--- src/sv/assert_macros.svh ---
// Assertion macros shared by the token mutex node RTL.
// Needs clk_i and rst_ni in the scope of each use.
`ifndef ASSERT_MACROS_SVH
`define ASSERT_MACROS_SVH

// Property that must hold on every clock edge out of reset
`define TMN_ASSERT(lbl, prop, msg) \
  lbl: assert property (@(posedge clk_i) disable iff (!rst_ni) (prop)) \
    else $error(msg);

// Consequent must hold in the cycle after the antecedent
`define TMN_ASSERT_NEXT(lbl, ante, cons, msg) \
  lbl: assert property (@(posedge clk_i) disable iff (!rst_ni) (ante) |=> (cons)) \
    else $error(msg);

`endif

--- src/sv/tmn_pkg.sv ---
// Package for the token mutex node: event codes, node modes, result kinds,
// command and result structs. No dependencies.
`default_nettype none

package tmn_pkg;

  // Event codes as carried on the input tuser
  typedef enum logic [2:0] {
    OP_START = 3'd0,
    OP_REQ   = 3'd1,
    OP_WORD  = 3'd2,
    OP_ACQ   = 3'd3,
    OP_REL   = 3'd4
  } op_e;

  // Token ownership of this node
  typedef enum logic [1:0] {
    NM_IDLE    = 2'd0,
    NM_WAIT    = 2'd1,
    NM_PRESENT = 2'd2,
    NM_HELD    = 2'd3
  } node_mode_e;

  // Result kinds as driven on the output tuser
  typedef enum logic [1:0] {
    K_BCAST = 2'd0,
    K_TOKEN = 2'd1,
    K_GRANT = 2'd2,
    K_KEPT  = 2'd3
  } kind_e;

  // Execution sequencer states
  typedef enum logic [3:0] {
    S_IDLE,
    S_EXEC,
    S_MOD,
    S_OWN,
    S_BCAST,
    S_GRANT,
    S_SCAN_RD,
    S_SCAN_CMP,
    S_KEEP,
    S_TOK_RD,
    S_TOK_OUT
  } back_state_e;

  // Configuration register indexes
  localparam logic [1:0] CFG_OWN_ID       = 2'd0;
  localparam logic [1:0] CFG_CLIENT_COUNT = 2'd1;
  localparam logic [1:0] CFG_STARTS_TOKEN = 2'd2;

  localparam int unsigned QueueDepth = 2;
  localparam int unsigned QPtrW      = $clog2(QueueDepth);
  localparam int unsigned QCntW      = $clog2(QueueDepth + 1);

  // Live configuration, client count already saturated
  typedef struct packed {
    logic [5:0] own_id;
    logic [6:0] n_eff;
    logic       starts_with_token;
  } cfg_t;

  // Classified event passed from front to back
  typedef struct packed {
    op_e         op;
    logic [5:0]  id;
    logic [31:0] value;
    logic        store;
    logic        last;
  } cmd_t;

  // One result transaction
  typedef struct packed {
    kind_e       kind;
    logic [5:0]  peer_id;
    logic [31:0] time_value;
    logic [5:0]  word_index_res;
    logic        last;
  } res_t;

endpackage

`default_nettype wire

--- src/sv/tmn_front.sv ---
// Front end of the token mutex node: accepts input transactions and
// classifies them into commands. Depends on tmn_pkg.
`default_nettype none

module tmn_front (
  input  tmn_pkg::cfg_t       cfg_i,
  input  wire                 s_axis_tvalid,
  output logic                s_axis_tready,
  input  wire  [79:0]         s_axis_tdata,  // client_id, req_stamp, word_index, word_value
  input  wire  [2:0]          s_axis_tuser,  // mode
  input  wire                 s_axis_tlast,  // last_word
  input  wire                 full_i,
  output logic                push_o,
  output tmn_pkg::cmd_t       cmd_o
);
  import tmn_pkg::*;

  logic [5:0]  cid;
  logic [31:0] ltime;
  logic [5:0]  widx;
  logic [31:0] wval;
  logic        keep;

  assign cid   = s_axis_tdata[5:0];
  assign ltime = s_axis_tdata[37:6];
  assign widx  = s_axis_tdata[43:38];
  assign wval  = s_axis_tdata[75:44];

  // Dropped events are still taken, so ready follows the queue only
  assign s_axis_tready = !full_i;
  assign push_o        = s_axis_tvalid && !full_i && keep;

  // Decode and filter
  always_comb begin
    cmd_o       = '0;
    cmd_o.op    = op_e'(s_axis_tuser);
    keep        = 1'b0;
    unique case (op_e'(s_axis_tuser))
      OP_START, OP_ACQ, OP_REL: begin
        keep = 1'b1;
      end
      OP_REQ: begin
        // unknown or own requester is ignored
        keep        = ({1'b0, cid} < cfg_i.n_eff) && (cid != cfg_i.own_id);
        cmd_o.id    = cid;
        cmd_o.value = ltime;
      end
      OP_WORD: begin
        keep        = 1'b1;
        cmd_o.id    = widx;
        cmd_o.value = wval;
        cmd_o.store = {1'b0, widx} < cfg_i.n_eff;
        cmd_o.last  = s_axis_tlast;
      end
      default: begin
        keep = 1'b0;
      end
    endcase
  end

endmodule

`default_nettype wire

--- src/sv/tmn_queue.sv ---
// Short command queue between the front and back of the token mutex node.
// Depends on tmn_pkg.
`default_nettype none

module tmn_queue (
  input  wire            clk_i,
  input  wire            rst_ni,
  input  wire            push_i,
  input  tmn_pkg::cmd_t  cmd_i,
  output logic           full_o,
  input  wire            pop_i,
  output logic           valid_o,
  output tmn_pkg::cmd_t  cmd_o
);
  import tmn_pkg::*;

  cmd_t             mem_q [QueueDepth];
  logic [QPtrW-1:0] wr_ptr_q, rd_ptr_q;
  logic [QCntW-1:0] cnt_q;
  logic             do_push, do_pop;

  assign full_o  = cnt_q == QCntW'(QueueDepth);
  assign valid_o = cnt_q != '0;
  assign cmd_o   = mem_q[rd_ptr_q];
  assign do_push = push_i && !full_o;
  assign do_pop  = pop_i && valid_o;

  // Storage
  always_ff @(posedge clk_i) begin
    if (do_push) begin
      mem_q[wr_ptr_q] <= cmd_i;
    end
  end

  // Pointers and fill count
  always_ff @(posedge clk_i or negedge rst_ni) begin
    if (!rst_ni) begin
      wr_ptr_q <= '0;
      rd_ptr_q <= '0;
      cnt_q    <= '0;
    end else begin
      if (do_push) begin
        wr_ptr_q <= (wr_ptr_q == QPtrW'(QueueDepth - 1)) ? '0 : wr_ptr_q + 1'b1;
      end
      if (do_pop) begin
        rd_ptr_q <= (rd_ptr_q == QPtrW'(QueueDepth - 1)) ? '0 : rd_ptr_q + 1'b1;
      end
      if (do_push && !do_pop) begin
        cnt_q <= cnt_q + 1'b1;
      end else if (do_pop && !do_push) begin
        cnt_q <= cnt_q - 1'b1;
      end
    end
  end

endmodule

`default_nettype wire

--- src/sv/tmn_back.sv ---
// Back end of the token mutex node: executes commands, holds the logical
// clock, request and token time stores and the result register. Uses tmn_pkg.
`default_nettype none
`include "assert_macros.svh"

module tmn_back #(
  parameter int unsigned MAX_CLIENTS = 8
) (
  input  wire            clk_i,
  input  wire            rst_ni,
  input  tmn_pkg::cfg_t  cfg_i,
  input  wire            cmd_valid_i,
  input  tmn_pkg::cmd_t  cmd_i,
  output logic           cmd_pop_o,
  output logic           res_valid_o,
  input  wire            res_ready_i,
  output tmn_pkg::res_t  res_o
);
  import tmn_pkg::*;

  localparam int unsigned IW = $clog2(MAX_CLIENTS);
  localparam int unsigned CW = $clog2(MAX_CLIENTS + 1);

  back_state_e st_q, st_d;
  node_mode_e  mode_q, mode_d;
  logic [31:0] clk_q, clk_d;
  cmd_t        cmd_q, cmd_d;
  logic [IW-1:0] idx_q, idx_d;
  logic [CW-1:0] cnt_q, cnt_d;
  logic [5:0]  dest_q, dest_d;
  logic [6:0]  mod_q, mod_d;
  logic        grant_q, grant_d;

  // Time stores with per-entry valid bits (unwritten entries read zero)
  logic [31:0] req_mem [MAX_CLIENTS];
  logic [31:0] tok_mem [MAX_CLIENTS];
  logic [MAX_CLIENTS-1:0] req_vld_q, tok_vld_q;
  logic [31:0] req_rd_q, tok_rd_q;
  logic        req_rv_q, tok_rv_q;
  logic        req_we, tok_we, clr_all;
  logic [IW-1:0] req_wa, tok_wa;
  logic [31:0] req_wd, tok_wd;

  // Result register
  logic        out_vld_q;
  res_t        out_q;
  logic        out_free, out_load;
  res_t        res_d;

  logic [31:0] req_val, tok_val;
  logic [6:0]  idx_nx7;
  logic [IW-1:0] idx_wrap;
  logic        own_in;

  assign out_free    = !out_vld_q || res_ready_i;
  assign res_valid_o = out_vld_q;
  assign res_o       = out_q;

  assign req_val  = req_rv_q ? req_rd_q : '0;
  assign tok_val  = tok_rv_q ? tok_rd_q : '0;
  assign idx_nx7  = 7'(idx_q) + 7'd1;
  assign idx_wrap = (idx_nx7 == cfg_i.n_eff) ? '0 : idx_nx7[IW-1:0];
  assign own_in   = {1'b0, cfg_i.own_id} < cfg_i.n_eff;

  // Sequencer: next state, store writes and result generation
  always_comb begin
    st_d      = st_q;
    mode_d    = mode_q;
    clk_d     = clk_q;
    cmd_d     = cmd_q;
    idx_d     = idx_q;
    cnt_d     = cnt_q;
    dest_d    = dest_q;
    mod_d     = mod_q;
    grant_d   = grant_q;
    cmd_pop_o = 1'b0;
    req_we    = 1'b0;
    req_wa    = cmd_q.id[IW-1:0];
    req_wd    = cmd_q.value;
    tok_we    = 1'b0;
    tok_wa    = cmd_q.id[IW-1:0];
    tok_wd    = cmd_q.value;
    clr_all   = 1'b0;
    out_load  = 1'b0;
    res_d             = '0;
    res_d.peer_id     = cfg_i.own_id;
    res_d.time_value  = clk_q;

    unique case (st_q)
      S_IDLE: begin
        if (cmd_valid_i) begin
          cmd_pop_o = 1'b1;
          cmd_d     = cmd_i;
          st_d      = S_EXEC;
        end
      end

      S_EXEC: begin
        st_d = S_IDLE;
        unique case (cmd_q.op)
          OP_START: begin
            clr_all = 1'b1;
            mode_d  = cfg_i.starts_with_token ? NM_PRESENT : NM_IDLE;
          end
          OP_REQ: begin
            req_we = 1'b1;
            if (mode_q == NM_PRESENT) begin
              mode_d = NM_IDLE;
              dest_d = cmd_q.id;
              idx_d  = '0;
              st_d   = S_TOK_RD;
            end
          end
          OP_WORD: begin
            tok_we = cmd_q.store;
            if (cmd_q.last) begin
              st_d = S_OWN;
            end
          end
          OP_ACQ: begin
            clk_d = clk_q + 32'd1;
            if (mode_q == NM_PRESENT || mode_q == NM_HELD) begin
              mode_d  = NM_HELD;
              grant_d = 1'b1;
            end else begin
              mode_d  = NM_WAIT;
              grant_d = 1'b0;
            end
            st_d = S_BCAST;
          end
          OP_REL: begin
            if (mode_q == NM_PRESENT || mode_q == NM_HELD) begin
              clk_d = clk_q + 32'd1;
              mod_d = 7'(cfg_i.own_id) + 7'd1;
              st_d  = S_MOD;
            end
          end
          default: begin
            st_d = S_IDLE;
          end
        endcase
      end

      // Start index of the scan: (own_id + 1) mod n by repeated subtraction
      S_MOD: begin
        if (mod_q >= cfg_i.n_eff) begin
          mod_d = mod_q - cfg_i.n_eff;
        end else begin
          idx_d = mod_q[IW-1:0];
          cnt_d = '0;
          st_d  = S_SCAN_RD;
        end
      end

      // Token complete: stamp own entry, grant a waiting lock
      S_OWN: begin
        tok_we = own_in;
        tok_wa = cfg_i.own_id[IW-1:0];
        tok_wd = clk_q;
        st_d   = S_IDLE;
        if (mode_q == NM_WAIT) begin
          mode_d = NM_HELD;
          st_d   = S_GRANT;
        end else if (mode_q != NM_HELD) begin
          mode_d = NM_PRESENT;
        end
      end

      S_BCAST: begin
        if (out_free) begin
          out_load   = 1'b1;
          res_d.kind = K_BCAST;
          res_d.last = !grant_q;
          st_d       = grant_q ? S_GRANT : S_IDLE;
        end
      end

      S_GRANT: begin
        if (out_free) begin
          out_load   = 1'b1;
          res_d.kind = K_GRANT;
          res_d.last = 1'b1;
          st_d       = S_IDLE;
        end
      end

      S_SCAN_RD: begin
        st_d = S_SCAN_CMP;
      end

      // First client with a newer request than its token entry wins
      S_SCAN_CMP: begin
        if ((7'(idx_q) != 7'(cfg_i.own_id)) && (req_val > tok_val)) begin
          mode_d = NM_IDLE;
          dest_d = 6'(idx_q);
          idx_d  = '0;
          st_d   = S_TOK_RD;
        end else if (7'(cnt_q) + 7'd1 == cfg_i.n_eff) begin
          st_d = S_KEEP;
        end else begin
          cnt_d = cnt_q + 1'b1;
          idx_d = idx_wrap;
          st_d  = S_SCAN_RD;
        end
      end

      S_KEEP: begin
        if (out_free) begin
          out_load   = 1'b1;
          mode_d     = NM_PRESENT;
          res_d.kind = K_KEPT;
          res_d.last = 1'b1;
          st_d       = S_IDLE;
        end
      end

      S_TOK_RD: begin
        st_d = S_TOK_OUT;
      end

      // Stream one token word per read
      S_TOK_OUT: begin
        if (out_free) begin
          out_load             = 1'b1;
          res_d.kind           = K_TOKEN;
          res_d.peer_id        = dest_q;
          res_d.time_value     = tok_val;
          res_d.word_index_res = 6'(idx_q);
          res_d.last           = idx_nx7 == cfg_i.n_eff;
          if (idx_nx7 == cfg_i.n_eff) begin
            st_d = S_IDLE;
          end else begin
            idx_d = idx_q + 1'b1;
            st_d  = S_TOK_RD;
          end
        end
      end

      default: begin
        st_d = S_IDLE;
      end
    endcase
  end

  // Control registers
  always_ff @(posedge clk_i or negedge rst_ni) begin
    if (!rst_ni) begin
      st_q      <= S_IDLE;
      mode_q    <= NM_IDLE;
      clk_q     <= '0;
      grant_q   <= 1'b0;
      out_vld_q <= 1'b0;
      req_vld_q <= '0;
      tok_vld_q <= '0;
    end else begin
      st_q    <= st_d;
      mode_q  <= mode_d;
      clk_q   <= clk_d;
      grant_q <= grant_d;
      if (out_load) begin
        out_vld_q <= 1'b1;
      end else if (res_ready_i) begin
        out_vld_q <= 1'b0;
      end
      if (clr_all) begin
        req_vld_q <= '0;
        tok_vld_q <= '0;
      end else begin
        if (req_we) begin
          req_vld_q[req_wa] <= 1'b1;
        end
        if (tok_we) begin
          tok_vld_q[tok_wa] <= 1'b1;
        end
      end
    end
  end

  // Payload registers
  always_ff @(posedge clk_i) begin
    cmd_q  <= cmd_d;
    idx_q  <= idx_d;
    cnt_q  <= cnt_d;
    dest_q <= dest_d;
    mod_q  <= mod_d;
    if (out_load) begin
      out_q <= res_d;
    end
  end

  // Time stores: one write and one registered read each
  always_ff @(posedge clk_i) begin
    if (req_we) begin
      req_mem[req_wa] <= req_wd;
    end
    if (tok_we) begin
      tok_mem[tok_wa] <= tok_wd;
    end
    req_rd_q <= req_mem[idx_q];
    tok_rd_q <= tok_mem[idx_q];
    req_rv_q <= req_vld_q[idx_q];
    tok_rv_q <= tok_vld_q[idx_q];
  end

  // Assertions
  `TMN_ASSERT_NEXT(a_grant_held, out_load && (res_d.kind == K_GRANT), mode_q == NM_HELD, "grant without holding the lock")
  `TMN_ASSERT_NEXT(a_token_gone, out_load && (res_d.kind == K_TOKEN) && res_d.last, mode_q == NM_IDLE, "token sent but still owned")
  `TMN_ASSERT(a_clock_step, (clk_q == $past(clk_q)) || (clk_q == $past(clk_q) + 32'd1), "logical clock jumped")
  `TMN_ASSERT(a_word_range, (st_q == S_TOK_OUT) |-> (7'(idx_q) < cfg_i.n_eff), "token word index out of range")

endmodule

`default_nettype wire

--- src/sv/token_mutex_node.sv ---
// Token mutex node top level. Sequencer in tmn_back: an acquire broadcasts and may grant, a
// final token word may grant, a token is sent one word per read, and a release finds the
// start index, then scans clients in turn and keeps the token if none waits. Output
// stalls hold the sequencer until the result register is free.
// Reset: config to own_id 0, 8 clients, no token; time stores read zero via valid bits.
`default_nettype none

module token_mutex_node #(
  parameter int unsigned MAX_CLIENTS = 8
) (
  input  wire         clk_i,
  input  wire         rst_ni,
  input  wire         cfg_we_i,
  input  wire  [1:0]  cfg_idx_i,
  input  wire  [6:0]  cfg_data_i,
  input  wire         s_axis_tvalid,
  output logic        s_axis_tready,
  input  wire  [79:0] s_axis_tdata,  // client_id, req_stamp, word_index, word_value
  input  wire  [2:0]  s_axis_tuser,  // mode
  input  wire         s_axis_tlast,  // last_word
  output logic        m_axis_tvalid,
  input  wire         m_axis_tready,
  output logic [47:0] m_axis_tdata,  // peer_id, time_value, word_index_res
  output logic [1:0]  m_axis_tuser,  // kind
  output logic        m_axis_tlast   // last
);
  import tmn_pkg::*;

  localparam logic [6:0] MaxN = 7'(MAX_CLIENTS);

  logic [5:0] own_q;
  logic [6:0] count_q;
  logic       swt_q;
  cfg_t       cfg;
  logic       push, full, pop, q_valid;
  cmd_t       f_cmd, q_cmd;
  res_t       res;

  // Configuration registers
  always_ff @(posedge clk_i or negedge rst_ni) begin
    if (!rst_ni) begin
      own_q   <= '0;
      count_q <= 7'd8;
      swt_q   <= 1'b0;
    end else if (cfg_we_i) begin
      unique case (cfg_idx_i)
        CFG_OWN_ID:       own_q   <= cfg_data_i[5:0];
        CFG_CLIENT_COUNT: count_q <= cfg_data_i;
        CFG_STARTS_TOKEN: swt_q   <= cfg_data_i[0];
        default: ;
      endcase
    end
  end

  // Client count saturated to the supported range
  always_comb begin
    cfg.own_id            = own_q;
    cfg.starts_with_token = swt_q;
    if (count_q < 7'd2) begin
      cfg.n_eff = 7'd2;
    end else if (count_q > MaxN) begin
      cfg.n_eff = MaxN;
    end else begin
      cfg.n_eff = count_q;
    end
  end

  tmn_front u_front (
    .cfg_i         (cfg),
    .s_axis_tvalid (s_axis_tvalid),
    .s_axis_tready (s_axis_tready),
    .s_axis_tdata  (s_axis_tdata),
    .s_axis_tuser  (s_axis_tuser),
    .s_axis_tlast  (s_axis_tlast),
    .full_i        (full),
    .push_o        (push),
    .cmd_o         (f_cmd)
  );

  tmn_queue u_queue (
    .clk_i   (clk_i),
    .rst_ni  (rst_ni),
    .push_i  (push),
    .cmd_i   (f_cmd),
    .full_o  (full),
    .pop_i   (pop),
    .valid_o (q_valid),
    .cmd_o   (q_cmd)
  );

  tmn_back #(
    .MAX_CLIENTS (MAX_CLIENTS)
  ) u_back (
    .clk_i       (clk_i),
    .rst_ni      (rst_ni),
    .cfg_i       (cfg),
    .cmd_valid_i (q_valid),
    .cmd_i       (q_cmd),
    .cmd_pop_o   (pop),
    .res_valid_o (m_axis_tvalid),
    .res_ready_i (m_axis_tready),
    .res_o       (res)
  );

  assign m_axis_tdata = {2'b00, res.word_index_res, res.time_value, res.peer_id};
  assign m_axis_tuser = res.kind;
  assign m_axis_tlast = res.last;

endmodule

`default_nettype wire

--- config.mk ---
export PLATFORM = sky130hd
export DESIGN_NAME = token_mutex_node
export DESIGN_NICKNAME = d
export VERILOG_FILES = /design/src/sv/tmn_pkg.sv /design/src/sv/tmn_front.sv /design/src/sv/tmn_queue.sv /design/src/sv/tmn_back.sv /design/src/sv/token_mutex_node.sv
export VERILOG_INCLUDE_DIRS = /design/src /design/src/sv
export SDC_FILE = /design/constraint.sdc
export NUM_CORES = 1
export LEC_CHECK = 0
export BUFFER_PORTS_ARGS = -buffer_cell sky130_fd_sc_hd__buf_2
export CAP_MARGIN = 40
export CORE_ASPECT_RATIO = 0.7
export CORE_MARGIN = 8
export CORE_UTILIZATION = 66
export CTS_CLUSTER_SIZE = 14
export DETAILED_ROUTE_END_ITERATION = 10
export PLACE_DENSITY_LB_ADDON = 0.3
export SLEW_MARGIN = 5
export SYNTH_ARGS = -nofsm -noshare
export SYNTH_HDL_FRONTEND = slang
export SYNTH_HIERARCHICAL = 1
export SYNTH_SLANG_ARGS = --single-unit
--- constraint.sdc ---
create_clock -name clk_i -period 13.9 [get_ports clk_i]
set_input_delay 0 -clock clk_i [delete_from_list [all_inputs] [get_ports clk_i]]
set_output_delay 0 -clock clk_i [all_outputs]
set_load 0.01 [all_outputs]
==> flow_summary.ini <==
[floorplanning]
chipWidth_um = 289
die_area_mm2 = 0.0598
core-area_mm2 = 0.0518
initial_core_util = 0.664
pin_count = 151
fp-row-count = 70
die_height_um = 207

[synth]
synth_edf_count = 705
yosysWarnings = 6
synthFlopType = edfxtp_1
yosysTopAreaCell = edfxtp_1
yosysTopAreaCellShare = 0.615
syn_area_mm2 = 0.0344
ys_ff_latch = 845
synthTopCellsByArea = edfxtp_1 (61%), mux4_2 (8.6%), dfrtp_1 (5.3%)
synth_cell_type_count = 78
synth.avg_cell_area_um2 = 16.9
synthArstFlopShare = 0.0876
synth_common_cells = edfxtp_1 (705), nand2_1 (199), mux4_2 (132)
netlist_instances = 2037
ys_seq_area_frac = 0.707
yosysMostFrequentCell = edfxtp_1

[worst_setup_path]
worst_setup_path_end_kind = flip-flop
slowest_delay_ns = 0.69
path_cells = buf_4 > nand2_1 > ha_1 > nand4_1 > nor4_1 > nor3b_1 > a31o_2 > a21o_1 > nand3_1 > a21boi_0
crit_end = u_back/cnt_q[0]
cp-startpoint = u_back/tok_rv_q
r2r-start = u_back/tok_rv_q
path_buf_inv = 1
cp.required_ns = 14.15
critPathKind = reg2reg
start_kind = flip-flop
reg2reg_setup_slack_ns = 9.59
ff2ff_path_depth = 10
crit_arrival_ns = 4.56
reg2reg_to = u_back/cnt_q[0]
cp.depth = 10
crit_fanout = 32
crit_slowest_cell = nor3b_1
critical_path.top_delay_family = simple AND/OR/NAND/NOR gates

[final_layout]
layout.nets = 2476
syn_to_final_growth_pct = 14.8
n_antenna_cell = 0
drive_gt1_frac = 0.245
final_cells = 3064

[cts]
cts_made_buffers = 76
postCtsHoldBufs = 100
cts_setup_buffers = 0
clk_latency_ns = 0.63
tritoncts = yes
clock_sinks = 845
clkTransAtPathRegs_ns = 0.06
htree_num_levels = 3
root_buffer = clkbuf_16
cts_resized = 0
cts_buffer_depth = 3

[grt]
grtUsageMet2 = 0.449
grt_max_degree = 94
grt-ovfl-total = 0
grt_util_met3 = 0.0441
grt_pass1_wl_um = 121000
first_global_vias = 20300
antenna_found_initial = 0
grt_use_met1 = 0.352
track_usage = 0.266
busiest_layer = met2

[routing]
dr.pass1.iters = 6
drtAntennaViolNets = 0
dr.first_iter.drc_count = 2000
vias = 19200
viasPerCell = 6.28
wl_per_cell_um = 25.8
drc = 0
drt-total-wl_um = 79100

[pwr]
total_leakage_power_nw = 14.4
ir_drop_mv = 0.125
power_density_mw_per_mm2 = 193

[sta]
post-route-period-util = 0.310
setup_ws_ns = 9.59
tns_ns = 0
finalMaxSlewViolations = 0
hold_violations = 0
rsz0062_at_grt = false
fin_worst_skew_ns = 0.0216
tightestPinTransition_ns = 0.921
slew_headroom = 0.380
setup_viol = 0
fmax_mhz = 232
period_needed_ns = 4.31

[placed_design]
dp_slack_ns = 9.64
dp_cells = 2823
portBuffers = 139
gp_congestion = 0.870
hpwl_um = 45600

[worst_hold_path]
hold_path.class = in2reg
min_from = cfg_data_i[3]

[job]
max_cap_viol_count = 0

[run_status]
status = finished clean
-- tightest hold or removal path: cells and delay by family --
family | cells | cell delay, ns
buffers and inverters | 2 | 0.63
muxes | 1 | 0.13
-- where the power goes --
group	switching (mW)	leakage (nW)	internal (mW)	total, mW
Combinational	1.09	5.24	0.895	1.99
Sequential	0.275	7.93	3.29	3.57
Clock	0.894	1.19	1.17	2.07
-- metal layers --
metal,vias to the layer above,share of wire
met5,-,0
met4,0,0.033
met3,162,0.070
met1,9815,0.39
met2,886,0.51
li1,8370,-
-- stage by stage --
step / cell area (µm²) / util / hold WS (ns) / total power, mW
3_3_place_gp: 35900 / 0.693 / -0.118 / 5.41
3_5_place_dp: 36100 / 0.695 / -0.114 / 5.54
4_1_cts: 39500 / 0.762 / 0.116 / 7.63
2_1_floorplan: 34500 / - / -0.296 / 4.92
6_report: 39500 / 0.762 / 0.173 / 7.62
5_1_grt: 39500 / 0.762 / 0.173 / 7.92
-- cell usage in the layout, fill, tap and decap left out, types with 10 or more instances in the layout --
cell / Yosys / layout
a211oi_1: 10 / 10
a21oi_1: 41 / 41
a22o_1: 38 / 38
and2_1: 38 / 38
buf_2: 13 / 140
buf_4: 12 / 35
clkbuf_1: 52 / 27
clkbuf_16: 0 / 79
clkbuf_8: 0 / 12
conb_1: 2 / 22
dfrtp_1: 73 / 72
dfxtp_1: 66 / 66
dlygate4sd3_1: 0 / 100
edfxtp_1: 705 / 705
ha_1: 59 / 59
inv_1: 52 / 52
mux2_2: 93 / 93
mux2_4: 39 / 39
mux4_2: 132 / 132
nand2_1: 199 / 198
nand2b_1: 11 / 11
nand3_1: 31 / 31
nand4_1: 14 / 14
nor2_1: 75 / 70
o21ai_0: 73 / 73
xnor2_1: 37 / 37
xor2_1: 26 / 26
-- state kept, by name (all words and copies together) (netlist names), 2 cells and up --
signal / cells
u_back/req_mem: 256
u_back/tok_mem: 256
u_queue/mem_q: 86
u_back/res_o: 44
u_back/clk_q: 32
u_back/req_rd_q: 32
u_back/req_wd: 32
u_back/tok_rd_q: 32
u_back/cmd_q: 11
u_back/req_vld_q: 8
u_back/tok_vld_q: 8
count_q: 7
u_back/mod_q: 7
own_q: 6
u_back/dest_q: 6
u_back/cnt_q: 4
u_back/st_q: 4
u_back/idx_q: 3
u_back/mode_q: 2
u_queue/cnt_q: 2
-- final cells by class --
type / instances / area [µm²]
repair buffers: 281 / 2110
clock inverters: 22 / 211
fillers: 2848 / 12300
flip-flops and latches: 845 / 24300
multi-input cells: 1062 / 9560
clock buffers: 118 / 2240
inverters: 52 / 195
well taps: 684 / 856
-- worst min path at each step --
stage                                  end  slack [ns]  cells past startpoint
final                             own_q[3]        0.17                      3
after global routing              own_q[3]        0.17                      3
after CTS                 u_queue/wr_ptr_q        0.12                      6
after detailed placement        count_q[6]       -0.11                      1
after global placement          count_q[6]       -0.12                      1
after floorplan                 count_q[0]       -0.30                      0
-- logic make-up (layout without fill, tap and decap cells) --
| family | count (synthesis) | after routing | share of synthesized area |
|---|---|---|---|
| DFF | 845 | 845 | 0.707 |
| xor gates and xnor gates | 63 | 63 | 0.0160 |
| adders and majority gates | 60 | 60 | 0.0220 |
| and+or+nand+nor | 439 | 439 | 0.0606 |
| buffers and inverters | 150 | 473 | 0.0202 |
| AOI/OAI and AO/OA | 214 | 214 | 0.0400 |
| other | 2 | 22 | 0.000218 |
| muxes | 264 | 264 | 0.134 |
No activity file was read; power rests on OpenSTA's default activity.
